[src/rtl/tts_pkg.sv]
package tts_pkg;

    // Default and largest number of task slots.
    localparam int SLOTS_DEF = 16;
    localparam int SLOTS_MAX = 64;

    // Most results that one dispatch request may give.
    localparam int MAX_OUT = 16;

    // Width of a slot number on the ports and in commands.
    localparam int IDX_W = 6;

    // Width of the dispatch counter, able to hold MAX_OUT itself.
    localparam int CNT_W = $clog2(MAX_OUT + 1);

    typedef enum logic [1:0] {
        OP_TICK,
        OP_ADD,
        OP_DELETE,
        OP_DISPATCH
    } t_op;

    typedef enum logic [2:0] {
        ST_OK,
        ST_FULL,
        ST_BAD_SLOT,
        ST_NONE_READY,
        ST_ZERO_HANDLE
    } t_status;

    // Commands from the sequencer to the datapath.
    typedef struct packed {
        logic             load;     // capture a new request
        logic             exec;     // perform an add or a delete
        logic             rd;       // read one slot for the table walk
        logic [IDX_W-1:0] rd_addr;  // slot read in this cycle
        logic             fin;      // close a tick or an empty dispatch
    } t_cmd;

endpackage

[src/rtl/tick_task_scheduler_table_unit.sv]
// Task table of a time-triggered cooperative scheduler. A request is taken when start is
// high and busy is low; each result appears for exactly one cycle with o_strobe high and
// cannot be held off, so the receiver must take it in that cycle. Add and delete give
// their single result after the execute state, with busy high in that state. Tick and
// dispatch walk the table one slot per cycle through the single read port of the slot
// memory, busy high through the walk, drain and finish states: dispatch results appear
// in slot order as the walk reaches each ready slot (at most 16 per request, o_last on
// the final one); a tick or an empty dispatch gives its one result at the end of the walk.
module tick_task_scheduler_table_unit #(
    parameter int SLOTS = tts_pkg::SLOTS_DEF
) (
    input  logic                      i_clk,
    input  logic                      i_rst_n,
    input  logic                      start,
    output logic                      busy,
    input  logic [1:0]                i_opcode,
    input  logic [7:0]                i_task_handle,
    input  logic [15:0]               i_first_delay,
    input  logic [15:0]               i_repeat_period,
    input  logic [tts_pkg::IDX_W-1:0] i_slot_index,
    output logic                      o_strobe,
    output logic [2:0]                o_status,
    output logic [tts_pkg::IDX_W-1:0] o_slot,
    output logic [7:0]                o_run_handle,
    output logic                      o_last
);

    tts_pkg::t_cmd cmd;

    // Sequencer for requests and table walks.
    tts_ctrl #(
        .SLOTS (SLOTS)
    ) u_ctrl (
        .i_clk    (i_clk),
        .i_rst_n  (i_rst_n),
        .start    (start),
        .i_opcode (i_opcode),
        .busy     (busy),
        .o_cmd    (cmd)
    );

    // Slot table and result register.
    tts_dpath #(
        .SLOTS (SLOTS)
    ) u_dpath (
        .i_clk           (i_clk),
        .i_rst_n         (i_rst_n),
        .i_cmd           (cmd),
        .i_opcode        (i_opcode),
        .i_task_handle   (i_task_handle),
        .i_first_delay   (i_first_delay),
        .i_repeat_period (i_repeat_period),
        .i_slot_index    (i_slot_index),
        .o_strobe        (o_strobe),
        .o_status        (o_status),
        .o_slot          (o_slot),
        .o_run_handle    (o_run_handle),
        .o_last          (o_last)
    );

endmodule

[src/rtl/tts_ctrl.sv]
module tts_ctrl #(
    parameter int SLOTS = tts_pkg::SLOTS_DEF
) (
    input  logic              i_clk,
    input  logic              i_rst_n,
    input  logic              start,
    input  logic [1:0]        i_opcode,
    output logic              busy,
    output tts_pkg::t_cmd     o_cmd
);

    localparam int AW = (SLOTS > 1) ? $clog2(SLOTS) : 1;

    typedef enum logic [2:0] {
        S_IDLE,
        S_EXEC,
        S_WALK,
        S_DRAIN,
        S_FIN
    } t_state;

    t_state          r_state, n_state;
    logic [AW-1:0]   r_idx, n_idx;
    logic            r_busy, n_busy;

    // Next state and command decode.
    always_comb begin
        n_state = r_state;
        n_idx   = r_idx;
        o_cmd   = '0;
        case (r_state)
            S_IDLE: begin
                if (start) begin
                    o_cmd.load = 1'b1;
                    case (tts_pkg::t_op'(i_opcode))
                        tts_pkg::OP_ADD, tts_pkg::OP_DELETE: begin
                            n_state = S_EXEC;
                        end
                        default: begin
                            n_state = S_WALK;
                            n_idx   = '0;
                        end
                    endcase
                end
            end
            S_EXEC: begin
                o_cmd.exec = 1'b1;
                n_state    = S_IDLE;
            end
            S_WALK: begin
                o_cmd.rd      = 1'b1;
                o_cmd.rd_addr = tts_pkg::IDX_W'(r_idx);
                if (r_idx == AW'(SLOTS - 1)) begin
                    n_state = S_DRAIN;
                end else begin
                    n_idx = r_idx + AW'(1);
                end
            end
            S_DRAIN: begin
                n_state = S_FIN;
            end
            S_FIN: begin
                o_cmd.fin = 1'b1;
                n_state   = S_IDLE;
            end
            default: begin
                n_state = S_IDLE;
            end
        endcase
        n_busy = (n_state != S_IDLE);
    end

    // State, walk index and the registered busy flag.
    always_ff @(posedge i_clk) begin
        if (!i_rst_n) begin
            r_state <= S_IDLE;
            r_idx   <= '0;
            r_busy  <= 1'b0;
        end else begin
            r_state <= n_state;
            r_idx   <= n_idx;
            r_busy  <= n_busy;
        end
    end

    assign busy = r_busy;

endmodule

[src/rtl/tts_dpath.sv]
module tts_dpath #(
    parameter int SLOTS = tts_pkg::SLOTS_DEF
) (
    input  logic                      i_clk,
    input  logic                      i_rst_n,
    input  tts_pkg::t_cmd             i_cmd,
    input  logic [1:0]                i_opcode,
    input  logic [7:0]                i_task_handle,
    input  logic [15:0]               i_first_delay,
    input  logic [15:0]               i_repeat_period,
    input  logic [tts_pkg::IDX_W-1:0] i_slot_index,
    output logic                      o_strobe,
    output logic [2:0]                o_status,
    output logic [tts_pkg::IDX_W-1:0] o_slot,
    output logic [7:0]                o_run_handle,
    output logic                      o_last
);

    localparam int AW    = (SLOTS > 1) ? $clog2(SLOTS) : 1;
    localparam int IW    = tts_pkg::IDX_W;
    localparam int CW    = tts_pkg::CNT_W;

    typedef struct packed {
        logic [15:0] delay;
        logic [15:0] period;
        logic [7:0]  pending;
        logic [7:0]  handle;
    } t_entry;

    // Captured request.
    tts_pkg::t_op     r_op;
    logic [7:0]       r_handle;
    logic [15:0]      r_delay;
    logic [15:0]      r_period;
    logic [IW-1:0]    r_idx;

    // Slot table memory with a registered read port.
    t_entry           r_mem [SLOTS];
    t_entry           r_rdata;
    logic             mem_we;
    logic [AW-1:0]    mem_waddr;
    t_entry           mem_wdata;

    // Occupied and ready flags, one per slot.
    logic [SLOTS-1:0] r_occ, n_occ;
    logic [SLOTS-1:0] r_rdy, n_rdy;

    // Second walk stage: the slot whose data is in r_rdata.
    logic             r_p_valid;
    logic [AW-1:0]    r_p_addr;

    // Results given by the current dispatch.
    logic [CW-1:0]    r_cnt, n_cnt;

    // Result register.
    logic             r_strobe, n_strobe;
    tts_pkg::t_status r_status, n_status;
    logic [IW-1:0]    r_slot, n_slot;
    logic [7:0]       r_run, n_run;
    logic             r_last, n_last;

    logic             free_found;
    logic [AW-1:0]    free_addr;
    logic             ready_above;

    // Lowest free slot.
    always_comb begin
        free_found = 1'b0;
        free_addr  = '0;
        for (int i = SLOTS - 1; i >= 0; i--) begin
            if (!r_occ[i]) begin
                free_found = 1'b1;
                free_addr  = AW'(i);
            end
        end
    end

    // Any ready slot beyond the one being dispatched.
    assign ready_above = |((r_rdy >> r_p_addr) >> 1);

    // Table updates and result selection.
    always_comb begin
        n_occ     = r_occ;
        n_rdy     = r_rdy;
        n_cnt     = r_cnt;
        n_strobe  = 1'b0;
        n_status  = r_status;
        n_slot    = r_slot;
        n_run     = r_run;
        n_last    = r_last;
        mem_we    = 1'b0;
        mem_waddr = r_p_addr;
        mem_wdata = r_rdata;

        if (i_cmd.load) begin
            n_cnt = '0;
        end

        // Add or delete, in the cycle after the request is taken.
        if (i_cmd.exec) begin
            n_strobe = 1'b1;
            n_last   = 1'b1;
            n_run    = 8'd0;
            n_slot   = '0;
            if (r_op == tts_pkg::OP_ADD) begin
                if (r_handle == 8'd0) begin
                    n_status = tts_pkg::ST_ZERO_HANDLE;
                end else if (!free_found) begin
                    n_status = tts_pkg::ST_FULL;
                end else begin
                    n_status          = tts_pkg::ST_OK;
                    n_slot            = IW'(free_addr);
                    mem_we            = 1'b1;
                    mem_waddr         = free_addr;
                    mem_wdata.delay   = r_delay;
                    mem_wdata.period  = r_period;
                    mem_wdata.pending = 8'd0;
                    mem_wdata.handle  = r_handle;
                    n_occ[free_addr]  = 1'b1;
                    n_rdy[free_addr]  = 1'b0;
                end
            end else begin
                if ({1'b0, r_idx} >= (IW + 1)'(SLOTS)) begin
                    n_status = tts_pkg::ST_BAD_SLOT;
                end else begin
                    n_status              = tts_pkg::ST_OK;
                    n_slot                = r_idx;
                    n_occ[r_idx[AW-1:0]]  = 1'b0;
                    n_rdy[r_idx[AW-1:0]]  = 1'b0;
                end
            end
        end

        // One slot of a tick or dispatch walk.
        if (r_p_valid && r_occ[r_p_addr]) begin
            if (r_op == tts_pkg::OP_TICK) begin
                mem_we = 1'b1;
                if (r_rdata.delay == 16'd0) begin
                    if (r_rdata.pending != 8'hFF) begin
                        mem_wdata.pending = r_rdata.pending + 8'd1;
                    end
                    n_rdy[r_p_addr] = 1'b1;
                    if (r_rdata.period != 16'd0) begin
                        mem_wdata.delay = r_rdata.period - 16'd1;
                    end
                end else begin
                    mem_wdata.delay = r_rdata.delay - 16'd1;
                end
            end else if (r_rdy[r_p_addr] && (r_cnt != CW'(tts_pkg::MAX_OUT))) begin
                n_strobe = 1'b1;
                n_status = tts_pkg::ST_OK;
                n_slot   = IW'(r_p_addr);
                n_run    = r_rdata.handle;
                n_last   = (r_cnt == CW'(tts_pkg::MAX_OUT - 1)) || !ready_above;
                n_cnt    = r_cnt + CW'(1);
                if (r_rdata.period == 16'd0) begin
                    // One-shot task: free the slot and drop further runs.
                    n_occ[r_p_addr] = 1'b0;
                    n_rdy[r_p_addr] = 1'b0;
                end else begin
                    mem_we            = 1'b1;
                    mem_wdata.pending = r_rdata.pending - 8'd1;
                    n_rdy[r_p_addr]   = (r_rdata.pending != 8'd1);
                end
            end
        end

        // Closing result of a tick, or of a dispatch that found nothing.
        if (i_cmd.fin) begin
            if (r_op == tts_pkg::OP_TICK) begin
                n_strobe = 1'b1;
                n_status = tts_pkg::ST_OK;
                n_slot   = '0;
                n_run    = 8'd0;
                n_last   = 1'b1;
            end else if (r_cnt == '0) begin
                n_strobe = 1'b1;
                n_status = tts_pkg::ST_NONE_READY;
                n_slot   = '0;
                n_run    = 8'd0;
                n_last   = 1'b1;
            end
        end
    end

    // Control state.
    always_ff @(posedge i_clk) begin
        if (!i_rst_n) begin
            r_occ     <= '0;
            r_rdy     <= '0;
            r_p_valid <= 1'b0;
            r_cnt     <= '0;
            r_strobe  <= 1'b0;
        end else begin
            r_occ     <= n_occ;
            r_rdy     <= n_rdy;
            r_p_valid <= i_cmd.rd;
            r_cnt     <= n_cnt;
            r_strobe  <= n_strobe;
        end
    end

    // Request capture, walk address and result payload.
    always_ff @(posedge i_clk) begin
        if (i_cmd.load) begin
            r_op     <= tts_pkg::t_op'(i_opcode);
            r_handle <= i_task_handle;
            r_delay  <= i_first_delay;
            r_period <= i_repeat_period;
            r_idx    <= i_slot_index;
        end
        r_p_addr <= i_cmd.rd_addr[AW-1:0];
        r_status <= n_status;
        r_slot   <= n_slot;
        r_run    <= n_run;
        r_last   <= n_last;
    end

    // Slot table memory.
    always_ff @(posedge i_clk) begin
        if (mem_we) begin
            r_mem[mem_waddr] <= mem_wdata;
        end
        if (i_cmd.rd) begin
            r_rdata <= r_mem[i_cmd.rd_addr[AW-1:0]];
        end
    end

    assign o_strobe     = r_strobe;
    assign o_status     = r_status;
    assign o_slot       = r_slot;
    assign o_run_handle = r_run;
    assign o_last       = r_last;

endmodule

[config.mk]
export PLATFORM = sky130hd
export DESIGN_NAME = tick_task_scheduler_table_unit
export DESIGN_NICKNAME = d
export VERILOG_FILES = /design/src/rtl/tts_pkg.sv /design/src/rtl/tick_task_scheduler_table_unit.sv /design/src/rtl/tts_ctrl.sv /design/src/rtl/tts_dpath.sv
export SDC_FILE = /design/constraint.sdc
export NUM_CORES = 1
export LEC_CHECK = 0
export CAP_MARGIN = 20
export CORE_MARGIN = 3
export CORE_UTILIZATION = 40
export CTS_CLUSTER_SIZE = 16
export DETAILED_ROUTE_END_ITERATION = 10
export DONT_BUFFER_PORTS = 1
export GPL_ROUTABILITY_DRIVEN = 1
export PLACE_DENSITY = 0.54
export SYNTH_ARGS = -nofsm -noshare
export SYNTH_HDL_FRONTEND = slang
export SYNTH_HIERARCHICAL = 1
export SYNTH_SLANG_ARGS = --single-unit
[constraint.sdc]
create_clock -name i_clk -period 12.4 [get_ports i_clk]
set_input_delay 3.72 -clock i_clk [delete_from_list [all_inputs] [get_ports i_clk]]
set_output_delay 3.72 -clock i_clk [all_outputs]
set_load 0.01 [all_outputs]
# ---- After elaboration in Yosys (flattened, before gate mapping)
# Memories as Yosys holds them, arrays and structs flattened. A register that Yosys moved wholly into a read port is not among the register bits.
# Index checks and enable logic that the tools add are counted.
dict set report totals {
  inputBits 51
  ramBits 768
  register_bits 117
  memories 1
}
# memory words word_bits rd rd_clocked_by_memory_dff write_ports line_no
set memory_table {}
lappend memory_table {u_dpath.r_mem 16 48 1 1 1 tts_dpath.sv:38} ;# t_entry r_mem [SLOTS];
dict set report op_classes {
  muxes 150
  n_shift 1
  order_cmp 7
  eq_ne 15
  n_addsub 6
  n_reduce_logical 19
  bitwise_logic 10
}
# op count
set op_table {}
lappend op_table {{two-way mux 16 bit} 23}
lappend op_table {{two-way mux 48 bit} 4}
lappend op_table {{two-way mux 8 bit} 13}
lappend op_table {{two-way mux 4 bit} 24}
lappend op_table {{bitwise AND 16 bit} 5}
lappend op_table {{two-way mux 6 bit} 10}
lappend op_table {{two-way mux 1 bit} 50}
lappend op_table {{NOT 16 bit} 3}
lappend op_table {{two-way mux 3 bit} 11}
lappend op_table {{zero test 16 bit} 2}
lappend op_table {{bitwise OR 16 bit} 2}
lappend op_table {{subtractor 16 x 1 -> 16 bit, second input constant} 2}
lappend op_table {{two-way mux 5 bit} 4}
lappend op_table {{bitwise mux 16 bit} 1}
lappend op_table {{nonzero test 16 bit} 1}
lappend op_table {{>> shifter 16 x 4 -> 16 bit} 1}
lappend op_table {{less-than comparator 4 x 5 -> 1 bit, second input constant} 3}
lappend op_table {{OR reduction 15 bit} 1}
lappend op_table {{demux 1 bit (select 4 bit)} 3}
lappend op_table {{>= comparator 4 x 1 -> 1 bit, second input constant} 3}
lappend op_table {{one-hot mux 3 bit (3 select lines)} 1}
lappend op_table {{adder 8 x 1 -> 8 bit, second input constant} 1}
lappend op_table {{binary-select mux 1 bit (select 4 bit)} 2}
lappend op_table {{zero test 8 bit} 1}
lappend op_table {{other kinds (28)} 37}

# ---- Logic depth before layout (Yosys ltp)
dict set report logic_depth {
  depth_word 31
  ltp_mapped 11
}

# ---- By module
# Netlist, hierarchy kept.
# module area_per_inst_um2 n_inst cells_per_inst
set modules_own_cells {}
lappend modules_own_cells {tts_dpath 37641.1 1 2043}
lappend modules_own_cells {tts_ctrl 460.4 1 51}

# ---- Worst setup path after synthesis
# No wires, ideal clock.
dict set report synth_path {
  kind {input port to flip-flop}
  start {input start}
  end {register u_dpath.r_cnt[1]}
  required_ps 12330
  path_buffers 0
  cell_stages 4
  path_slack_ps 6624
  setup_time_ps 70
  t_arrival_ps 5706
  cell_sequence {or4b_4 clkinv_1 or3_1 a21boi_1}
}
# element line_no
set synth_lines {}
lappend synth_lines {{start, declared} tick_task_scheduler_table_unit.sv:14} ;# input logic start,
lappend synth_lines {{end signal, assigned} tts_dpath.sv:198} ;# r_cnt <= n_cnt;
lappend synth_lines {{end, declared} tts_dpath.sv:53} ;# logic [CW-1:0] r_cnt, n_cnt;

==> run metrics <==
status complete, no violations; Detailed Place HPWL 55780 microns; Area growth syn-to-layout 13.05%; FMAX 187.5 MHz; P_leak 13.01 nW; post-route ant nets 0; worst-case clock buffer depth 3; global-route total usage across every layer 0.2029; Row Count 112; Vias per Instance 5.923; via count of the routed design 20548; Final Cycle Share 0.4302; Tightest Pin Transition 1338 ps; CTS buffer count 101; RSZ-0062 raised after global routing no; syn nets 2151; PwrDens 155.2 mW/mm^2; # fillers 8063; die width 314.6 microns; critical path type flop to flop; gpl congestion 0.8850; Final TNS setup 0 ps; Hold Path Depth 2; CTS sink cnt 933; final wirelength 100100 microns; root buf cell clkbuf_16; Resize count post-CTS 0; syn avg cell area 18.21 sq um; Skew-Pair Late Insertion Delay 680 ps; Worst Setup Start Kind flop; Nets 2193; CORE AREA 0.09389 sq mm; pin count of the biggest net entering global routing 153; Die H 314.6 microns; Residual DRC 0; Hold Crit Endpoint u_ctrl/r_state[2]; CTS tree built; min-delay worst type flop to flop; IO Port Bufs 0; CTS HTree Levels 3; Register-to-Register Path Depth 7; Critical Path RT 12760 ps; share of layout cells above drive strength 1 0.2235; crit-path max FO 114; starting density of the core 0.4056; final setup violation count 0; crit path capture type flop; Hold Slack 484.7 ps; reg-to-reg endpoint u_dpath/r_rdata[5]; drt initial violations 2219; n_diodes 0; first-pass GRT wire length 145900 microns; DIE AREA 0.09894 sq mm; clk slew on worst S/H paths 60 ps; # hold bufs at CTS 0; fin crit period 5334 ps; Final Hold Violating Endpoints 0; # IOs 71; Finished Core Util 0.4585; Final Skew 64.54 ps; Mapped Area 0.03808 sq mm; Final Max Tran Viols 0; r2r startpoint u_ctrl/r_state[1]; flop2flop setup slack 7070 ps; Cells after Synth 2091; CP arrival 5690 ps; global route overflow 0; Pre-Repair DR Iteration Count 8; Syn. warnings 6; Post-CTS Setup Inserts 0; Max-Cap Viols 0; VDD IR max 0.0001147 V; hold_sp u_ctrl/r_state[0]; max_slew headroom 0.1082; vias in the first global route 20661; initial antenna violation count 2; Wirelength per Cell 28.84 microns
worst max-delay path, cell delays in order (launching register included):
cell,delay [ps]
dfxtp_1,420
or3b_4,450
clkinv_4,540
and2_4,820
buf_4,810
buf_12,710
mux4_2,610
mux4_2,480
cells in the final DEF (no fill, tap or decap), drive strengths merged, types with 17 or more instances in the layout:
cell type	count
and2	18
nand2	184
mux2i	22
a21oi	59
buf	53
clkbuf	122
o22ai	25
dfxtp	69
nand3	23
clkinv	45
o21ai	39
nor3	31
a31oi	17
mux4	244
edfxtp	864
inv	30
nor2	77
cell type report:
class	instances	area [sq um]	area share
clock buffers	122	2628	0.06103
clock inverters	63	680.7	0.01581
inverters	27	106.4	0.002470
multi-input cells	1017	10300	0.2392
flip-flops and latches	933	27330	0.6347
well taps	1254	1569	0.03644
repair buffers	53	442.9	0.01029
metal layers:
metal	vias up	share of wire	track usage	wire length, microns
met5	-	0	0	0
met2	755	0.48	0.3267	48460
met1	10976	0.44	0.2914	43840
met3	161	0.054	0.03028	5419
li1	8656	-	-	-
met4	0	0.023	0.05311	2335
per-stage QoR:
stage,setup slack (ps),cell area (sq um),cells,power (mW)
after floorplan,6624,38080,2091,3.695
after global placement,6821,39650,3274,3.767
after CTS,6798,42970,3461,6.755
after global routing,6565,43050,3469,6.900
after detailed placement,6816,39660,3276,3.773
final,7066,43050,3469,6.682
where the power goes:
part / internal, mW / leakage [nW] / switching, mW
combinational: 0.0578 / 3.04 / 0.121
clock: 1.75 / 1.61 / 1.23
sequential: 3.49 / 8.36 / 0.0421
total: 5.29 / 13.0 / 1.39
worst max path at each step:
stage	from	end	slack (ps)	cells past startpoint
finish	u_ctrl/r_state[1]	u_dpath/r_rdata[5]	7070	7
floorplan	start	u_dpath/r_cnt[1]	6620	4
global placement	start	u_ctrl/r_state[0]	6820	5
detailed placement	start	u_ctrl/r_state[0]	6820	5
global route	u_ctrl/r_state[1]	u_dpath/r_rdata[5]	6570	7
CTS	u_ctrl/r_state[1]	u_dpath/r_rdata[5]	6800	7
flip-flops by register name (all words and copies together), names as in the netlist, 6 cells and up:
signal and count:
u_dpath/r_rdata 48, u_dpath/r_idx 6, u_dpath/r_delay 16, u_dpath/o_run_handle 8
u_dpath/r_mem 768, u_dpath/r_handle 8, u_dpath/r_period 16, u_dpath/r_occ 16
u_dpath/r_rdy 16, u_dpath/o_slot 6
(Power assumes the default switching activity.)
